$ cat src/design/tat_pkg.sv
// Shared types and constants for the TTL address table.
// Used by every module of the block; depends on nothing.
`default_nettype none
package tat_pkg;

   localparam int unsigned MODE_W   = 3;
   localparam int unsigned FKEY_W   = 64;
   localparam int unsigned TIME_W   = 31;
   localparam int unsigned REQ_W    = 136;
   localparam int unsigned RSP_W    = 40;

   localparam logic [TIME_W-1:0] NEVER_EXPIRE = 31'h7fff_ffff;

   localparam logic [MODE_W-1:0] MODE_ADD     = 3'd0;
   localparam logic [MODE_W-1:0] MODE_REFRESH = 3'd1;
   localparam logic [MODE_W-1:0] MODE_REMOVE  = 3'd2;
   localparam logic [MODE_W-1:0] MODE_LOOKUP  = 3'd3;
   localparam logic [MODE_W-1:0] MODE_PURGE   = 3'd4;

   typedef enum logic [2:0] {
      OP_ADD,
      OP_REFRESH,
      OP_REMOVE,
      OP_LOOKUP,
      OP_PURGE,
      OP_NONE
   } tat_op_type;

   typedef enum logic [1:0] {
      ST_CLEAR,
      ST_IDLE,
      ST_SCAN,
      ST_DONE
   } tat_state_type;

   typedef struct packed {
      tat_op_type        op;
      logic [FKEY_W-1:0] key;
      logic [TIME_W-1:0] now;
      logic [TIME_W-1:0] expiry;
   } tat_cmd_type;

endpackage
`default_nettype wire

$ cat src/design/tat_front.sv
// Front end: unpacks a request beat, decodes the mode and works out the expiry.
// Depends on tat_pkg; feeds tat_cmd_queue.
`default_nettype none
module tat_front (
   input  wire logic                        req_tvalid,
   output logic                             req_tready,
   input  wire logic [tat_pkg::REQ_W-1:0]   req_tdata,
   input  wire logic                        q_full,
   output logic                             q_push,
   output tat_pkg::tat_cmd_type             q_cmd
);
   import tat_pkg::*;

   logic [MODE_W-1:0] mode;
   logic [TIME_W-1:0] ttl;
   logic [TIME_W:0]   sum;

   assign mode = req_tdata[2:0];
   assign ttl  = req_tdata[128:98];
   assign sum  = {1'b0, req_tdata[97:67]} + {1'b0, ttl};

   assign req_tready = !q_full;
   assign q_push     = req_tvalid && !q_full;

   always_comb begin
      q_cmd.key = req_tdata[66:3];
      q_cmd.now = req_tdata[97:67];
      // zero ttl or overflow past the top of the range both mean never expire
      if (ttl == '0 || sum[TIME_W]) begin
         q_cmd.expiry = NEVER_EXPIRE;
      end else begin
         q_cmd.expiry = sum[TIME_W-1:0];
      end
      case (mode)
         MODE_ADD:     q_cmd.op = OP_ADD;
         MODE_REFRESH: q_cmd.op = OP_REFRESH;
         MODE_REMOVE:  q_cmd.op = OP_REMOVE;
         MODE_LOOKUP:  q_cmd.op = OP_LOOKUP;
         MODE_PURGE:   q_cmd.op = OP_PURGE;
         default:      q_cmd.op = OP_NONE;
      endcase
   end

endmodule
`default_nettype wire

$ cat config.mk
export PLATFORM = sky130hd
export DESIGN_NAME = tat_front
export DESIGN_NICKNAME = d
export VERILOG_FILES = /design/src/design/tat_pkg.sv /design/src/design/tat_front.sv
export SDC_FILE = /design/constraint.sdc
export NUM_CORES = 1
export LEC_CHECK = 0
export ABC_AREA = 1
export BUFFER_PORTS_ARGS = -buffer_cell sky130_fd_sc_hd__buf_2
export CORE_ASPECT_RATIO = 1.4
export CORE_MARGIN = 2
export CORE_UTILIZATION = 30
export DETAILED_ROUTE_END_ITERATION = 16
export GPL_TIMING_DRIVEN = 0
export PLACE_DENSITY = 0.69
export RECOVER_POWER = 100
export SYNTH_ARGS = -nofsm -noshare
export SYNTH_HDL_FRONTEND = slang
export SYNTH_SLANG_ARGS = --single-unit
$ cat constraint.sdc
create_clock -name vclk -period 2.45
set_input_delay 0.245 -clock vclk [all_inputs]
set_output_delay 0.245 -clock vclk [all_outputs]
set_load 0.1 [all_outputs]
* Word level (Yosys, flattened, before mapping)
Index checks and enable logic that the tools add are counted.
** Storage, ports and cells
- Logic and storage cells :: 12
- Output and inout port bits :: 131
- Bits in registers :: 0
** Cells by class
- $add $sub $neg :: 1
- Reduce and logical (&&, ||, !) cells :: 5
- Multiplexer cells :: 2
- Eq/ne operators :: 4
** Operator list (count)
- 31-bit by 31-bit adder with 32-bit output :: 1
- 31-bit logical NOT :: 1
- 31-bit two-way mux :: 1
- 3-bit one-hot mux with 5 select lines :: 1
- 3-bit by 2-bit == test with 1-bit output (second input constant) :: 2
- 3-bit by 1-bit == test with 1-bit output (second input constant) :: 1
- 3-bit == test (second input constant) :: 1
- 3-bit logical NOT :: 1
- 1-bit logical AND :: 1
- 1-bit logical NOT :: 1
- 1-bit logical OR :: 1

* Logic depth before layout (Yosys ltp)
- Depth after elaboration :: 3
- Depth in mapped cells :: 12
- Depth with buffers taken out :: 11

* Least setup slack after synthesis
No wires, ideal clock.
- Kind :: input -> output
- From :: input req_tdata[67] (netlist bit)
- To :: output q_cmd[2] (netlist bit)
- Cell stages on the path :: 5
- Path slack :: -0.912 ns
- Arrival time :: 3.117 ns
- Path through :: ha_1 -> fa_1 -> nand2_1 -> inv_1 -> o21ai_0
** RTL lines
- from (decl) :: RTL line tat_front.sv:7 : input wire logic [tat_pkg::REQ_W-1:0] req_tdata,
- to (decl) :: RTL line tat_front.sv:10 : output tat_pkg::tat_cmd_type q_cmd

==> results.json <==
{
  "status": "complete, no violations",
  "ant_nets": 0,
  "synthAdderAreaFrac_pct": 11.73,
  "drt_wl_total_mm": 13.12,
  "hold_ws_ns": 0.9997,
  "timing.final.crit_share_pct": 96.15,
  "synth_cells": 646,
  "critPathMaxFanout": 6,
  "tightest_slew_ns": 1.219,
  "syn2layout_area_growth_pct": 46.78,
  "p_total_uw": 2673,
  "fmax_mhz": 424.5,
  "ir_drop_v": 0.0002842,
  "gp_congestion": 0.9142,
  "synth_top_family_by_area": "simple AND/OR/NAND/NOR gates",
  "hold_viol": 0,
  "grt_overflow_total": 0,
  "syn_nets": 816,
  "vias_per_cell": 4.418,
  "crit_chain": "buf_2, ha_1, a21o_1, nor2_1, nand2_1, a21oi_2, nand2_2, nor2_4, clkbuf_16, nand3_2, buf_6",
  "arrival_ns": 2.11,
  "drc": 0,
  "rows": 46,
  "nClkBuffers": 0,
  "dpl.hpwl_mm": 11.52,
  "start_util_pct": 30.67,
  "post-route-util_pct": 45.01,
  "dieArea_mm2": 0.01248,
  "dieWidth_um": 94.99,
  "antenna_cells": 0,
  "synth_compound_area_share_pct": 5.110,
  "hold_buffers": 0,
  "drtPass1Iterations": 4,
  "min_path_type": "input port to output pin",
  "synthTopCellsByArea": "nand2_1 (24%), buf_4 (21%), inv_1 (12%)",
  "crit_type": "input port to output pin",
  "synth_top_cell_area_share_pct": 23.53,
  "grt_max_degree": 11,
  "p_leak_uw": 0.002851,
  "slowest_stage": "ha_1",
  "port_buffers": 198,
  "ys_warn_count": 0,
  "cp.required_ns": 2.20,
  "slew_headroom_pct": 19.07,
  "fin_crit_ns": 2.356,
  "drv_slew": 0,
  "power_density_mw_per_mm2": 523.8,
  "seq_cell_count": 0,
  "finalSetupTns_ns": 0,
  "synth.distinct_cells": 30,
  "vias": 4387,
  "yosysSeqAreaShare_pct": 0,
  "seq_area_um2": 0,
  "yosys.area_share.xor_xnor_pct": 3.275,
  "antenna_found_initial": 0,
  "synth_simple_gate_area_share_pct": 45.56,
  "numPlacedInstances": 988,
  "cp-start-kind": "input port",
  "cpPeakStageDelay_ns": 0.37,
  "yosysTopAreaCell": "nand2_1",
  "synth.mux.area_fraction_pct": 0,
  "fillers": 1274,
  "syn_avg_cell_area_um2": 5.382,
  "io_pins": 269,
  "drive_gt1_share_pct": 33.69,
  "initialDrtViolationCount": 152,
  "grt_pass1_vias": 4117,
  "grt_use_total_pct": 19.04,
  "end_kind": "output pin",
  "fin_nets": 1021,
  "setup_viol": 0,
  "drv_cap": 0,
  "core_mm2": 0.01134,
  "syn_area_mm2": 0.003477,
  "die_h_um": 131.4,
  "grt_pass1_wl_mm": 18.94,
  "avgRoutedWirePerCell_um": 13.22,
  "final-instance-count-excl-fill": 993
}
## Yosys cell counts, types with 2 or more instances
cell and number:
xnor2_1 12, a21o_1 2, nand3_2 16, buf_8 2
nand2_1 218, nor3b_1 3, nor2_4 2, nor2_1 50
nor2_2 4, inv_2 4, nand4_1 8, ha_1 31
a21oi_2 2, a21oi_1 21, o21bai_1 4, nand2_2 11
o21ai_0 2, nor3_1 4, buf_4 95, nand3_1 32
and2_1 3, inv_1 112
## power breakdown
| part | switching [uW] | internal (uW) | leakage, uW | total (uW) |
|---|---|---|---|---|
| sequential | 0 | 0 | 0 | 0 |
| clock | 0 | 0 | 0 | 0 |
| combinational | 1990 | 685 | 0.00285 | 2670 |
## critical path: cells and delay by family
family / cells / cell delay, ns
buffers and inverters: 3 / 0.53
adder cells (fa/ha/maj): 1 / 0.37
AND/OR/NAND/NOR: 5 / 0.63
AO/OA/AOI/OAI: 2 / 0.33
## kinds of logic (layout without fill, tap and decap cells)
logic type	count (synthesis)	in the layout
adders and majority gates	32	32
xor gates and xnor gates	13	13
and+or+nand+nor	355	355
buffers and inverters	215	418
AOI/OAI and AO/OA	31	31
## layer usage
| layer | GRT usage (%) | wire length [um] |
|---|---|---|
| met5 | 0 | 0 |
| met4 | 3.704 | 355 |
| met2 | 40.74 | 7248 |
| met1 | 18.35 | 4365 |
| met3 | 2.007 | 1153 |
## per-stage QoR
step                setup WS, ns  instance area [um^2]
finish                   0.09431                  5104
floorplan                 0.1037                  3481
global route            -0.02491                  5104
global placement         -0.2369                  4652
CTS                     0.005647                  4743
detailed placement       -0.2564                  4652
## cells in the final DEF, fill, tap and decap left out, types with 2 or more instances in the layout
master,netlist,routed
a21o_1,2,2
a21oi_1,21,18
a21oi_2,2,5
and2_1,3,3
buf_12,0,3
buf_2,0,66
buf_4,95,98
buf_6,1,28
buf_8,2,3
clkbuf_1,1,101
clkbuf_4,0,2
ha_1,31,6
ha_2,0,9
ha_4,0,16
inv_1,112,111
inv_2,4,5
nand2_1,218,206
nand2_2,11,22
nand3_1,32,30
nand3_2,16,17
nand4_1,8,8
nor2_1,50,50
nor2_2,4,4
nor2_4,2,2
nor3_1,4,4
nor3b_1,3,3
o21bai_1,4,4
xnor2_1,12,12
## path summary, 6_finish.rpt
path | from | end | slack, ns | depth (start not counted)
min | req_tdata[98] | q_cmd[0] | 1.0 | 5
max | req_tdata[97] | q_cmd[20] | 0.09 | 11
## timing repair
action | 4_1_cts | 5_1_grt
buffers inserted | 0 | 3
setup endpoints to repair | 30 | 31
gates resized for setup | 34 | 97
pin swaps | 0 | 3
gates cloned | 0 | 2
## area by class of cell
class	count	area, um^2	share of cell area [%]
Tap cell	144	180.2	3.530
Timing Repair Buffer	203	1142	22.38
Multi-Input combinational cell	431	2582	50.60
Inverter	116	435.4	8.532
Buffer	99	763.2	14.95
Power figures use the tool's default switching activity.
