### config.mk
export PLATFORM = sky130hd
export DESIGN_NAME = tat_cmd_queue
export DESIGN_NICKNAME = d
export VERILOG_FILES = /design/src/design/tat_pkg.sv /design/src/design/tat_cmd_queue.sv
export SDC_FILE = /design/constraint.sdc
export NUM_CORES = 1
export LEC_CHECK = 0
export BUFFER_PORTS_ARGS = -buffer_cell sky130_fd_sc_hd__buf_2
export CORE_UTILIZATION = 35
export CTS_CLUSTER_DIAMETER = 100
export DETAILED_ROUTE_END_ITERATION = 16
export PLACE_DENSITY_LB_ADDON = 0.2
export SKIP_CTS_REPAIR_TIMING = 1
export SLEW_MARGIN = 20
export SYNTH_ARGS = -nofsm -noshare
export SYNTH_HDL_FRONTEND = slang
export SYNTH_SLANG_ARGS = --single-unit
export TNS_END_PERCENT = 10
### constraint.sdc
create_clock -name clock -period 9.1 [get_ports clock]
set_input_delay 1.82 -clock clock [delete_from_list [all_inputs] [get_ports clock]]
set_output_delay 1.82 -clock clock [all_outputs]
set_load 0.01 [all_outputs]
### src/design/tat_pkg.sv
// Shared types and constants for the TTL address table.
// Used by every module of the block; depends on nothing.
`default_nettype none
package tat_pkg;

   localparam int unsigned MODE_W   = 3;
   localparam int unsigned FKEY_W   = 64;
   localparam int unsigned TIME_W   = 31;
   localparam int unsigned REQ_W    = 136;
   localparam int unsigned RSP_W    = 40;

   localparam logic [TIME_W-1:0] NEVER_EXPIRE = 31'h7fff_ffff;

   localparam logic [MODE_W-1:0] MODE_ADD     = 3'd0;
   localparam logic [MODE_W-1:0] MODE_REFRESH = 3'd1;
   localparam logic [MODE_W-1:0] MODE_REMOVE  = 3'd2;
   localparam logic [MODE_W-1:0] MODE_LOOKUP  = 3'd3;
   localparam logic [MODE_W-1:0] MODE_PURGE   = 3'd4;

   typedef enum logic [2:0] {
      OP_ADD,
      OP_REFRESH,
      OP_REMOVE,
      OP_LOOKUP,
      OP_PURGE,
      OP_NONE
   } tat_op_type;

   typedef enum logic [1:0] {
      ST_CLEAR,
      ST_IDLE,
      ST_SCAN,
      ST_DONE
   } tat_state_type;

   typedef struct packed {
      tat_op_type        op;
      logic [FKEY_W-1:0] key;
      logic [TIME_W-1:0] now;
      logic [TIME_W-1:0] expiry;
   } tat_cmd_type;

endpackage
`default_nettype wire

### src/design/tat_cmd_queue.sv
// Two-entry command queue between the front end and the table sequencer.
// Depends on tat_pkg.
`default_nettype none
module tat_cmd_queue (
   input  wire logic                 clock,
   input  wire logic                 reset,
   input  wire logic                 push,
   input  wire tat_pkg::tat_cmd_type push_cmd,
   output logic                      full,
   output logic                      valid,
   input  wire logic                 pop,
   output tat_pkg::tat_cmd_type      pop_cmd
);
   import tat_pkg::*;

   tat_cmd_type entry_ff [2];
   logic        wr_ptr_ff, wr_ptr_in;
   logic        rd_ptr_ff, rd_ptr_in;
   logic [1:0]  count_ff,  count_in;
   logic        do_pop;

   assign full    = (count_ff == 2'd2);
   assign valid   = (count_ff != 2'd0);
   assign do_pop  = pop && valid;
   assign pop_cmd = entry_ff[rd_ptr_ff];

   always_comb begin
      wr_ptr_in = push ? !wr_ptr_ff : wr_ptr_ff;
      rd_ptr_in = do_pop ? !rd_ptr_ff : rd_ptr_ff;
      count_in  = count_ff + {1'b0, push} - {1'b0, do_pop};
   end

   always_ff @(posedge clock) begin
      if (reset) begin
         wr_ptr_ff <= 1'b0;
         rd_ptr_ff <= 1'b0;
         count_ff  <= 2'd0;
      end else begin
         wr_ptr_ff <= wr_ptr_in;
         rd_ptr_ff <= rd_ptr_in;
         count_ff  <= count_in;
      end
   end

   always_ff @(posedge clock) begin
      if (push) begin
         entry_ff[wr_ptr_ff] <= push_cmd;
      end
   end

endmodule
`default_nettype wire

; ---- Word level (Yosys, flattened, before mapping)
; Memory sizes are Yosys's and may differ from the RTL's. A register that Yosys moved wholly into a read port is not among the register bits.
; Cells that the tools add are included.
[word_totals]
register_bits = 4
mem_count = 1
out_inout_bits = 131
word_cells = 15
ramBits = 258
[mem_list]
columns = name, depth, width, rd, rd_ports_with_merged_regs, wr, line_no
row1 = entry_ff, 2, 129, 1, 1, 1, tat_cmd_queue.sv:16  ; tat_cmd_type entry_ff [2];
[op_classes]
reduce_logical = 4
eq_ne = 1
n_mux = 4
add_sub_neg = 2
[op_table]
columns = op, n
row1 = two-way mux 1 bit, 4
row2 = adder 2 x 1 -> 2 bit, 1
row3 = equality test 2 bit (second input constant), 1
row4 = logical NOT 1 bit, 2
row5 = nonzero test 2 bit, 1
row6 = subtractor 2 x 1 -> 2 bit, 1
row7 = logical AND 1 bit, 1

; ---- Logic depth before layout (Yosys ltp)
; Gate-level depths: netlist (run 1).
[depth]
word_depth = 4
depth_mapped = 6
depth_no_buf = 6

; ---- Worst setup path after synthesis (run 1)
; Ideal clock, no wire load.
[synth_path]
path_kind = in2reg
startpoint = input port push
endpoint = memory entry_ff[0][0] in the netlist's numbering, enable pin
path_slack_ns = 1.055
cell_stages = 1
arrival_time_ns = 7.411
setup_ns = 0.634
required_ns = 8.466
path_cell_list = nor2b_1
[synth_between]
elab_chain_cells = 2
[synth_rtl]
columns = item, line_no
row1 = "start, declared", tat_cmd_queue.sv:7  ; input wire logic push,
row2 = two-way mux 1 bit, tat_cmd_queue.sv:46  ; if (push) begin
row3 = two-way mux 1 bit (implied by the code), tat_cmd_queue.sv:47  ; entry_ff[wr_ptr_ff] <= push_cmd;
row4 = "end, declared", tat_cmd_queue.sv:16
; Every way passes these cells.

==> results of run 1 <==
-- cells in the mapped netlist --
library cell | n | share of area, %
mux2_2 | 131 | 15
nor2b_1 | 4 | 0.26
buf_6 | 13 | 1.5
edfxtp_1 | 258 | 81
or2_2 | 1 | 0.065
inv_1 | 2 | 0.078
dfxtp_1 | 5 | 1.0
xnor2_1 | 1 | 0.091
buf_2 | 1 | 0.052
o21a_1 | 1 | 0.078
and2_1 | 1 | 0.065
xnor3_1 | 1 | 0.23
nor2_1 | 3 | 0.12
ha_1 | 2 | 0.26
-- metal layers --
layer / share of wire [%] / vias to the layer above
li1: - / 2259
met1: 41 / 2335
met5: 0.16 / -
met3: 10 / 39
met4: 2.1 / 4
met2: 47 / 210
-- registers in the layout, indices dropped and copies added, names as in the netlist, named ones only --
name       cells
entry_ff     258
count_ff       2
rd_ptr_ff      1
wr_ptr_ff      1
-- worst paths after layout --
check | depth (start not counted) | to | slack (ns)
worst max-delay path | 3 | pop_cmd[23] | 4.34
worst min-delay path | 2 | wr_ptr_ff | 0.59
worst max register to register | 2 | entry_ff[1][66] | 6.58
worst min register to register | 2 | wr_ptr_ff | 0.59
-- final cells by class --
cell class	instances	area [µm²]	share of cell area [%]
timing repair buffer	267	1346	11.06
antenna	1	2.502	0.02055
multi-input combinational	145	1598	13.12
tap	341	426.7	3.504
clock inverter	21	210.2	1.726
clock buffer	31	733.2	6.022
sequential	263	7851	64.48
inverter	2	7.507	0.06166
-- cell families after synthesis --
| logic type | count (synthesis) | synth area share (%) |
|---|---|---|
| and+or+nand+nor | 9 | 0.5086 |
| DFF | 263 | 81.79 |
| xor gates and xnor gates | 2 | 0.3260 |
| adders and majority gates | 2 | 0.2608 |
| buffers and inverters | 16 | 1.656 |
| muxes | 131 | 15.38 |
| AOI/OAI and AO/OA | 1 | 0.07828 |
-- where the power goes --
group          total (W)  switching (W)  internal (W)
Combinational   0.000528       0.000257      0.000271
Sequential       0.00147      0.0000485       0.00142
Clock            0.00114       0.000446      0.000693
Total            0.00314       0.000752       0.00238
-- critical path: cells and delay by family (launching register included) --
kind	cells	cell delay [ns]
multiplexers	1	0.43
buffers and inverters	2	1.03
flip-flops	1	0.82
-- per-stage QoR --
stage	total power (W)	setup slack, ns	hold WS (ns)
detailed placement	0.002034	4.848	0.5855
global route	0.003269	4.145	0.6173
floorplan	0.001851	1.055	0.4965
finish	0.003137	4.339	0.5935
global placement	0.002020	4.888	0.5687
CTS	0.003194	4.267	0.5939
==> summary.txt, run 1 <==
Status - complete, no violations
Clock latency on the worst-skew pair - 0.53 ns
PD cells - 257.6 nW/µm²
Syn Nets - 559
DR DRC count - 0
Ports - 264
Routed len/inst - 17.27 µm
Dpl cell area - 11230 µm²
Fin util - 45.18%
DIE AREA - 28080 µm²
Placed insts - 1018
Clk slew on worst S/H paths - 0.06 ns
All-layer global routing usage - 12.88%
Crit path capture type - output pin
Ys Warns - 0
Initial Util - 35.60%
Share of cells above drive strength 1 - 61.04%
Final period utilization - 52.31%
First-pass GRT wire length - 28480 µm
Gr ovfl total - 0
#FFs+latches synth - 263
Antenna violations before repair - 3
Die width - 167.6 µm
Slew margin rel. - 32.35%
Met1 GRT Util - 15.63%
Sequential area share after synthesis - 81.79%
Worst Tran Pin Value - 1.015 ns
Gr busiest metal - met2
Detailed Place HPWL - 12130 µm
Nets@finish - 843
Core Region - 26950 µm²
Setup TNS - 0 ns
Worst-path maximum fanout - 75
Fin. max-slew vios - 0
Port bufs - 263
Iteration count of the initial detailed-routing pass - 4
Avg Inst Size Synth - 22.63 µm²
Final GP Congestion - 0.7045
Highest-count cells in the layout ignoring fill and taps - 263 x buf_2, 258 x edfxtp_1, 131 x mux2_2, 29 x clkbuf_16, 7 x clkinv_1
Worst path required time - 7.28 ns
Vias in the first global route - 5237
M2 GR Usage - 21.21%
Min-Delay Path Class - reg2reg
Crit Reg-Reg Startpoint - wr_ptr_ff
Minimum clock period - 4.761 ns
Area Growth Syn to Fin - 26.90%
Max VDD drop - 157.4 µV
Post-synth cell types - 14
Hold Fails Final Rpt - 0
Clock Path Buffers - 3
Drt total wl - 18500 µm
Max stage delay on crit path - 0.88 ns
# Max-Cap Violations - 0
Post-layout instance area - 12180 µm²
Min-Delay Startpoint - wr_ptr_ff
DRT iter0 DRCs - 223
Most common cell after layout, fill and taps aside - buf_2
Critical path cell sequence - buf_4 -> mux2_2 -> buf_2
Layout fillers - 2380
Mapped Cells - 424
TritonCTS clock tree - yes
ANT nets after route - 0
Root buffer cell - clkbuf_16
Vias per inst - 4.526
Synth Cell Area - 9594 µm²
Sink Count - 263
Final setup vio count - 0
Crit path DAT - 2.94 ns
Fmax - 210.1 MHz
Routed via count - 4847
Leakage - 4.535 nW
Die height - 167.6 µm
M3 GR Usage - 4.892%
Standard-cell row count - 60
RSZ-0062 raised after global routing - no
CP max-delay cell - buf_4
Final cell count without fillers - 1071
H-tree depth - 1
Startpoint Class - flop
Critical path class - reg2out
CTS Buf Count - 29
Pin count of the biggest net entering global routing - 76
Skew final - 0.009078 ns
Power figures use the tool's default switching activity.
==> run 2, diff against run 1 <==
- ABC_AREA: not set -> 1
- clock period: 9.1 -> 5 ns (I/O delays scaled with it)
==> summary.txt, run 2 <==
Comb power frac - 17.0% (was 16.8%)
Die height - 167.5 µm (was 167.6 µm)
FFs w/ async S/R, synth - 0% (unchanged)
First-pass GRT wire length - 28200 µm (was 28480 µm)
Area fraction of the dominant cell type after synthesis - 80.78% (was 80.75%)
Detailed Place HPWL - 11960 µm (was 12130 µm)
Routed len/inst - 17.19 µm (was 17.27 µm)
Vias in the first global route - 5208 (was 5237)
Crit Reg-Reg Startpoint - wr_ptr_ff (unchanged)
Final setup vio count - 0 (unchanged)
Min-Delay Startpoint - rd_ptr_ff (was wr_ptr_ff)
Min-Delay Path Class - reg2reg (unchanged)
Ys Warns - 0 (unchanged)
Largest area contributor in the netlist - edfxtp_1 (unchanged)
Highest-count cells in the layout ignoring fill and taps - 263 x buf_2, 258 x edfxtp_1, 129 x mux2_2, 29 x clkbuf_16, 9 x nor2_1 (was 263 x buf_2, 258 x edfxtp_1, 131 x mux2_2, 29 x clkbuf_16, 7 x clkinv_1)
Clock Power Share - 33.7% (was 36.3%)
Switching Share - 24.37% (was 23.97%)
Critical path class - reg2out (unchanged)
Syn Nets - 572 (was 559)
Post-synth cell types - 12 (was 14)
Core Region - 26950 µm² (unchanged)
ANT nets after route - 0 (unchanged)
Pin count of the biggest net entering global routing - 81 (was 76)
Clock Path Buffers - 3 (unchanged)
Root buffer cell - clkbuf_16 (unchanged)
CTS Buf Count - 28 (was 29)
Antenna violations before repair - 2 (was 3)
Max FFs per register - 258 (unchanged)
Slew margin rel. - 42.62% (was 32.35%)
Final GP Congestion - 0.7064 (was 0.7045)
Avg Inst Size Synth - 21.95 µm² (was 22.63 µm²)
All-layer global routing usage - 12.83% (was 12.88%)
Port bufs - 263 (unchanged)
Nets@finish - 856 (was 843)
Most frequent cell after synthesis - edfxtp_1 (unchanged)
Skew final - 0.005605 ns (was 0.009078 ns)
DRT iter0 DRCs - 253 (was 223)
Crit path DAT - 2.42 ns (was 2.94 ns)
Ports - 264 (unchanged)
Sequential area share after synthesis - 81.83% (was 81.79%)
Tot Pwr - 0.005371 W (was 0.003137 W)
Most common cell after layout, fill and taps aside - buf_2 (unchanged)
Top FF cell, synth - edfxtp_1 (unchanged)
Synth Cell Area - 9590 µm² (was 9594 µm²)
Die width - 167.5 µm (was 167.6 µm)
PD cells - 445.2 nW/µm² (was 257.6 nW/µm²)
Synth cell count leaders - 258 x edfxtp_1, 129 x mux2_2, 13 x buf_6 (was 258 x edfxtp_1, 131 x mux2_2, 13 x buf_6)
Max VDD drop - 281.3 µV (was 157.4 µV)
Status - complete, no violations (unchanged)
Fin. max-slew vios - 0 (unchanged)
Fmax - 292.3 MHz
Worst-path maximum fanout - 73 (was 75)
Drt total wl - 18570 µm (was 18500 µm)
Largest regs - entry_ff: 258 flops, count_ff: 2 flops (unchanged)
Setup TNS - 0 ns (unchanged)
H-tree depth - 1 (unchanged)
Vias per inst - 4.550 (was 4.526)
Standard-cell row count - 60 (unchanged)
Iteration count of the initial detailed-routing pass - 4 (unchanged)
Minimum clock period - 3.421 ns
Leakage - 4.501 nW (was 4.535 nW)
Worst path required time - 4.00 ns (was 7.28 ns)
Crit path capture type - output pin (unchanged)
EDFF count, synth - 258 (unchanged)
TritonCTS clock tree - yes (unchanged)
Hold Fails Final Rpt - 0 (unchanged)
RSZ-0062 raised after global routing - no (unchanged)
Sink Count - 263 (unchanged)
Clock latency on the worst-skew pair - 0.52 ns (was 0.53 ns)
Gr ovfl total - 0 (unchanged)
DIE AREA - 28070 µm² (was 28080 µm²)
Share of power burned in registers - 49.3% (was 46.9%)
Routed via count - 4914 (was 4847)
Startpoint Class - flop (unchanged)
Final period utilization - 68.43%
# Max-Cap Violations - 0 (unchanged)
Initial Util - 35.58% (was 35.60%)
Top area cells in the synthesized netlist - edfxtp_1 81%, mux2_2 15%, buf_6 1.5%, dfxtp_1 1.0%, nor2_1 0.39% (was edfxtp_1 81%, mux2_2 15%, buf_6 1.5%, dfxtp_1 1.0%, ha_1 0.26%)
Register name with the most flops - entry_ff (unchanged)
#FFs+latches synth - 263 (unchanged)
Pint - 0.004062 W (was 0.002385 W)
DR DRC count - 0 (unchanged)
Mapped Cells - 437 (was 424)
Area Growth Syn to Fin - 25.78% (was 26.90%)
Switching power - 0.001309 W (was 0.0007519 W)
Share of cells above drive strength 1 - 58.81% (was 61.04%)
Clk slew on worst S/H paths - 0.06 ns (about the same)
Worst Tran Pin Value - 0.8586 ns (was 1.015 ns)
[run 2: final timing paths]
kind / depth (start not counted) / slack [ns] / end
worst max-delay path: 3 / 1.58 / pop_cmd[122]
worst min-delay path: 2 / 0.53 / flop
worst max register to register: 3 / 3.08 / entry_ff[1][59]
worst min register to register: 2 / 0.53 / flop
[run 2: cell families after synthesis]
family | Yosys count | synth area share (%)
AO/OA/AOI/OAI | 1 | 0.05214
adder cells (fa/ha/maj) | 2 | 0.2609
buffers and inverters | 23 | 1.931
flip-flops | 263 | 81.83
multiplexers | 129 | 15.15
AND/OR/NAND/NOR | 19 | 0.7828
[run 2: metrics by stage]
step	cell area, µm²	util [%]	worst slack, ns	hold slack, ns	cells
3_5_place_dp	11260	41.78	2.053	0.5230	1032
2_1_floorplan	9593	-	0.1906	0.4675	437
5_1_grt	12060	44.75	1.413	0.5750	1079
6_report	12060	44.76	1.579	0.5306	1080
3_3_place_gp	11260	41.78	2.088	0.4933	1032
4_1_cts	12060	44.75	1.472	0.5426	1079
[run 2: critical path: stages (launching register included)]
cell	delay, ns
dfxtp_4	0.86
buf_12	0.43
mux2_2	0.40
buf_2	0.14
[run 2: layer usage]
metal  vias up  global-route usage, %  wire length, µm
met5         -                      0               13
met4         2                  3.311              401
met3        35                  5.011             1649
met2       191                  21.00             8751
met1      2403                  15.86             7754
li1       2283                      -                -
[run 2: final cells by class]
class	count	area, µm²
Tap cell	341	426.7
Timing Repair Buffer	268	1379
Clock buffer	34	744.5
Inverter	9	38.79
Sequential cell	263	7851
Antenna cell	1	2.502
Clock inverter	13	55.05
Multi-Input combinational cell	151	1565
Fill cell	2377	14890
[run 2: power by group through the flow]
stage | clock (W) | sequential (W) | combinational, W
after detailed placement | 0 | 0.00270 | 0.000927
final | 0.00181 | 0.00265 | 0.000912
after CTS | 0.00188 | 0.00265 | 0.000933
after floorplan | 0 | 0.00264 | 0.000649
after global routing | 0.00195 | 0.00267 | 0.000989
after global placement | 0 | 0.00269 | 0.000908
==> run 3, diff against run 2 <==
- clock period: 5 -> 3 ns (I/O delays scaled with it)
==> summary.txt, run 3 (same netlist as run 2, synthesis figures left out) <==
Die height - 167.5 µm (unchanged)
Max VDD drop - 504.5 µV (was 281.3 µV)
CP max-delay cell - dfxtp_4 (unchanged)
Fin. max-slew vios - 0 (unchanged)
Pin count of the biggest net entering global routing - 68 (was 81)
CTS Buf Count - 30 (was 28)
R2r worst-path depth - 3 (unchanged)
Largest regs - entry_ff: 258 flops, count_ff: 2 flops (unchanged)
First-pass GRT wire length - 29370 µm (was 28200 µm)
ANT nets after route - 0 (unchanged)
Ports - 264 (unchanged)
Layout fillers - 2353 (was 2377)
Fmax - 368.8 MHz
Worst Tran Pin Value - 0.5534 ns (was 0.8586 ns)
Nets@finish - 861 (was 856)
# Max-Cap Violations - 0 (unchanged)
Slew margin rel. - 63.11% (was 42.62%)
Share of cells above drive strength 1 - 59.60% (was 58.81%)
Minimum clock period - 2.711 ns
Critical path cell sequence - buf_4 -> mux2_2 -> buf_2 (was buf_12 -> mux2_2 -> buf_2)
Skew final - 0.008992 ns (was 0.005605 ns)
Clock latency on the worst-skew pair - 0.54 ns (was 0.52 ns)
DIE AREA - 28070 µm² (unchanged)
PD cells - 770.5 nW/µm² (was 445.2 nW/µm²)
Drt total wl - 19320 µm (was 18570 µm)
TritonCTS clock tree - yes (unchanged)
Max stage delay on crit path - 0.68 ns (was 0.86 ns)
Highest-count cells in the layout ignoring fill and taps - 263 x buf_2, 258 x edfxtp_1, 129 x mux2_2, 31 x clkbuf_16, 9 x nor2_1 (was 263 x buf_2, 258 x edfxtp_1, 129 x mux2_2, 29 x clkbuf_16, 9 x nor2_1)
Root buffer cell - clkbuf_16 (unchanged)
Dpl cell area - 11320 µm² (was 11260 µm²)
Most common cell after layout, fill and taps aside - buf_2 (unchanged)
Min-Delay Startpoint - push_cmd[2] (was rd_ptr_ff)
Min-Delay Path Class - in2reg (was reg2reg)
Detailed Place HPWL - 12790 µm (was 11960 µm)
Area Growth Syn to Fin - 28.21% (was 25.78%)
Startpoint Class - flop (unchanged)
Standard-cell row count - 60 (unchanged)
Routed len/inst - 17.70 µm (was 17.19 µm)
Gr ovfl total - 0 (unchanged)
Fin util - 45.62% (was 44.76%)
Register name with the most flops - entry_ff (unchanged)
Status - complete, no violations (unchanged)
Crit path DAT - 2.11 ns (was 2.42 ns)
Crit path capture type - output pin (unchanged)
Clock Path Buffers - 3 (unchanged)
Iteration count of the initial detailed-routing pass - 4 (unchanged)
Leakage - 4.608 nW (was 4.501 nW)
Final setup vio count - 0 (unchanged)
Die width - 167.5 µm (unchanged)
Reg2reg setup slack - 1.30 ns (was 3.08 ns)
Critical path class - reg2out (unchanged)
Post-layout instance area - 12300 µm² (was 12060 µm²)
Vias in the first global route - 5420 (was 5208)
Worst Hold Depth - 1 (was 2)
Antenna violations before repair - 3 (was 2)
Initial Util - 35.58% (unchanged)
Clk slew on worst S/H paths - 0.06 ns (about the same)
Sink Count - 263 (unchanged)
Worst r2r dst - entry_ff[1][54] (was entry_ff[1][59])
DRT iter0 DRCs - 267 (was 253)
Final period utilization - 90.38%
RSZ-0062 raised after global routing - no (unchanged)
Worst-path maximum fanout - 36 (was 73)
Routed via count - 4935 (was 4914)
Final GP Congestion - 0.7382 (was 0.7064)
DR DRC count - 0 (unchanged)
Worst Hold End - entry_ff[1][2]
Core Region - 26950 µm² (unchanged)
Hold Fails Final Rpt - 0 (unchanged)
Crit Reg-Reg Startpoint - wr_ptr_ff (unchanged)
Port bufs - 263 (unchanged)
Worst path required time - 2.40 ns (was 4.00 ns)
Vias per inst - 4.519 (was 4.550)
H-tree depth - 1 (unchanged)
All-layer global routing usage - 13.52% (was 12.83%)
Max FFs per register - 258 (unchanged)
## run 3: final cells by class
type	count	area (µm²)	area share, %
clock inverters	15	128.9	1.048
clock buffers	41	843.3	6.859
repair buffers	271	1439	11.70
diodes	1	2.502	0.02035
multi-input cells	151	1565	12.73
flip-flops and latches	263	7851	63.85
well taps	341	426.7	3.470
inverters	9	38.79	0.3155
## run 3: where the power goes
part           total [W]  internal (W)  switching [W]
clock network    0.00350       0.00213        0.00137
registers        0.00438       0.00427       0.000108
logic            0.00159      0.000787       0.000801
## run 3: how the worst max path moves through the flow
stage	start	end	slack, ns
global route	flop	pop_cmd[126]	0.14
global placement	flop	pop_cmd[99]	0.85
CTS	flop	pop_cmd[126]	0.20
finish	flop	pop_cmd[119]	0.29
floorplan	push	entry_ff[1][0]	-0.64
detailed placement	flop	pop_cmd[123]	0.79
## run 3: critical path: cells and delay by family, from the launching register on
family,cells,cell delay (ns)
DFF,1,0.68
buffers and inverters,2,0.50
muxes,1,0.38
## run 3: through the flow
stage / setup WS [ns] / instances / TNS, ns / hold WS (ns) / total power, W
after floorplan: -0.6442 / 437 / -83.54 / 0.4675 / 0.005481
after global placement: 0.8514 / 1035 / 0 / 0.4858 / 0.006026
after detailed placement: 0.7896 / 1035 / 0 / 0.4946 / 0.006078
after CTS: 0.2023 / 1091 / 0 / 0.2169 / 0.009616
after global routing: 0.1379 / 1091 / 0 / 0.2162 / 0.009873
final: 0.2886 / 1092 / 0 / 0.2471 / 0.009473
## run 3: metal layers
metal	global-route usage (%)	wire length [µm]	up-vias
li1	-	-	2304
met1	15.95	7751	2387
met2	23.33	9339	198
met4	3.869	436	4
met3	4.585	1765	42
met5	0	31	-
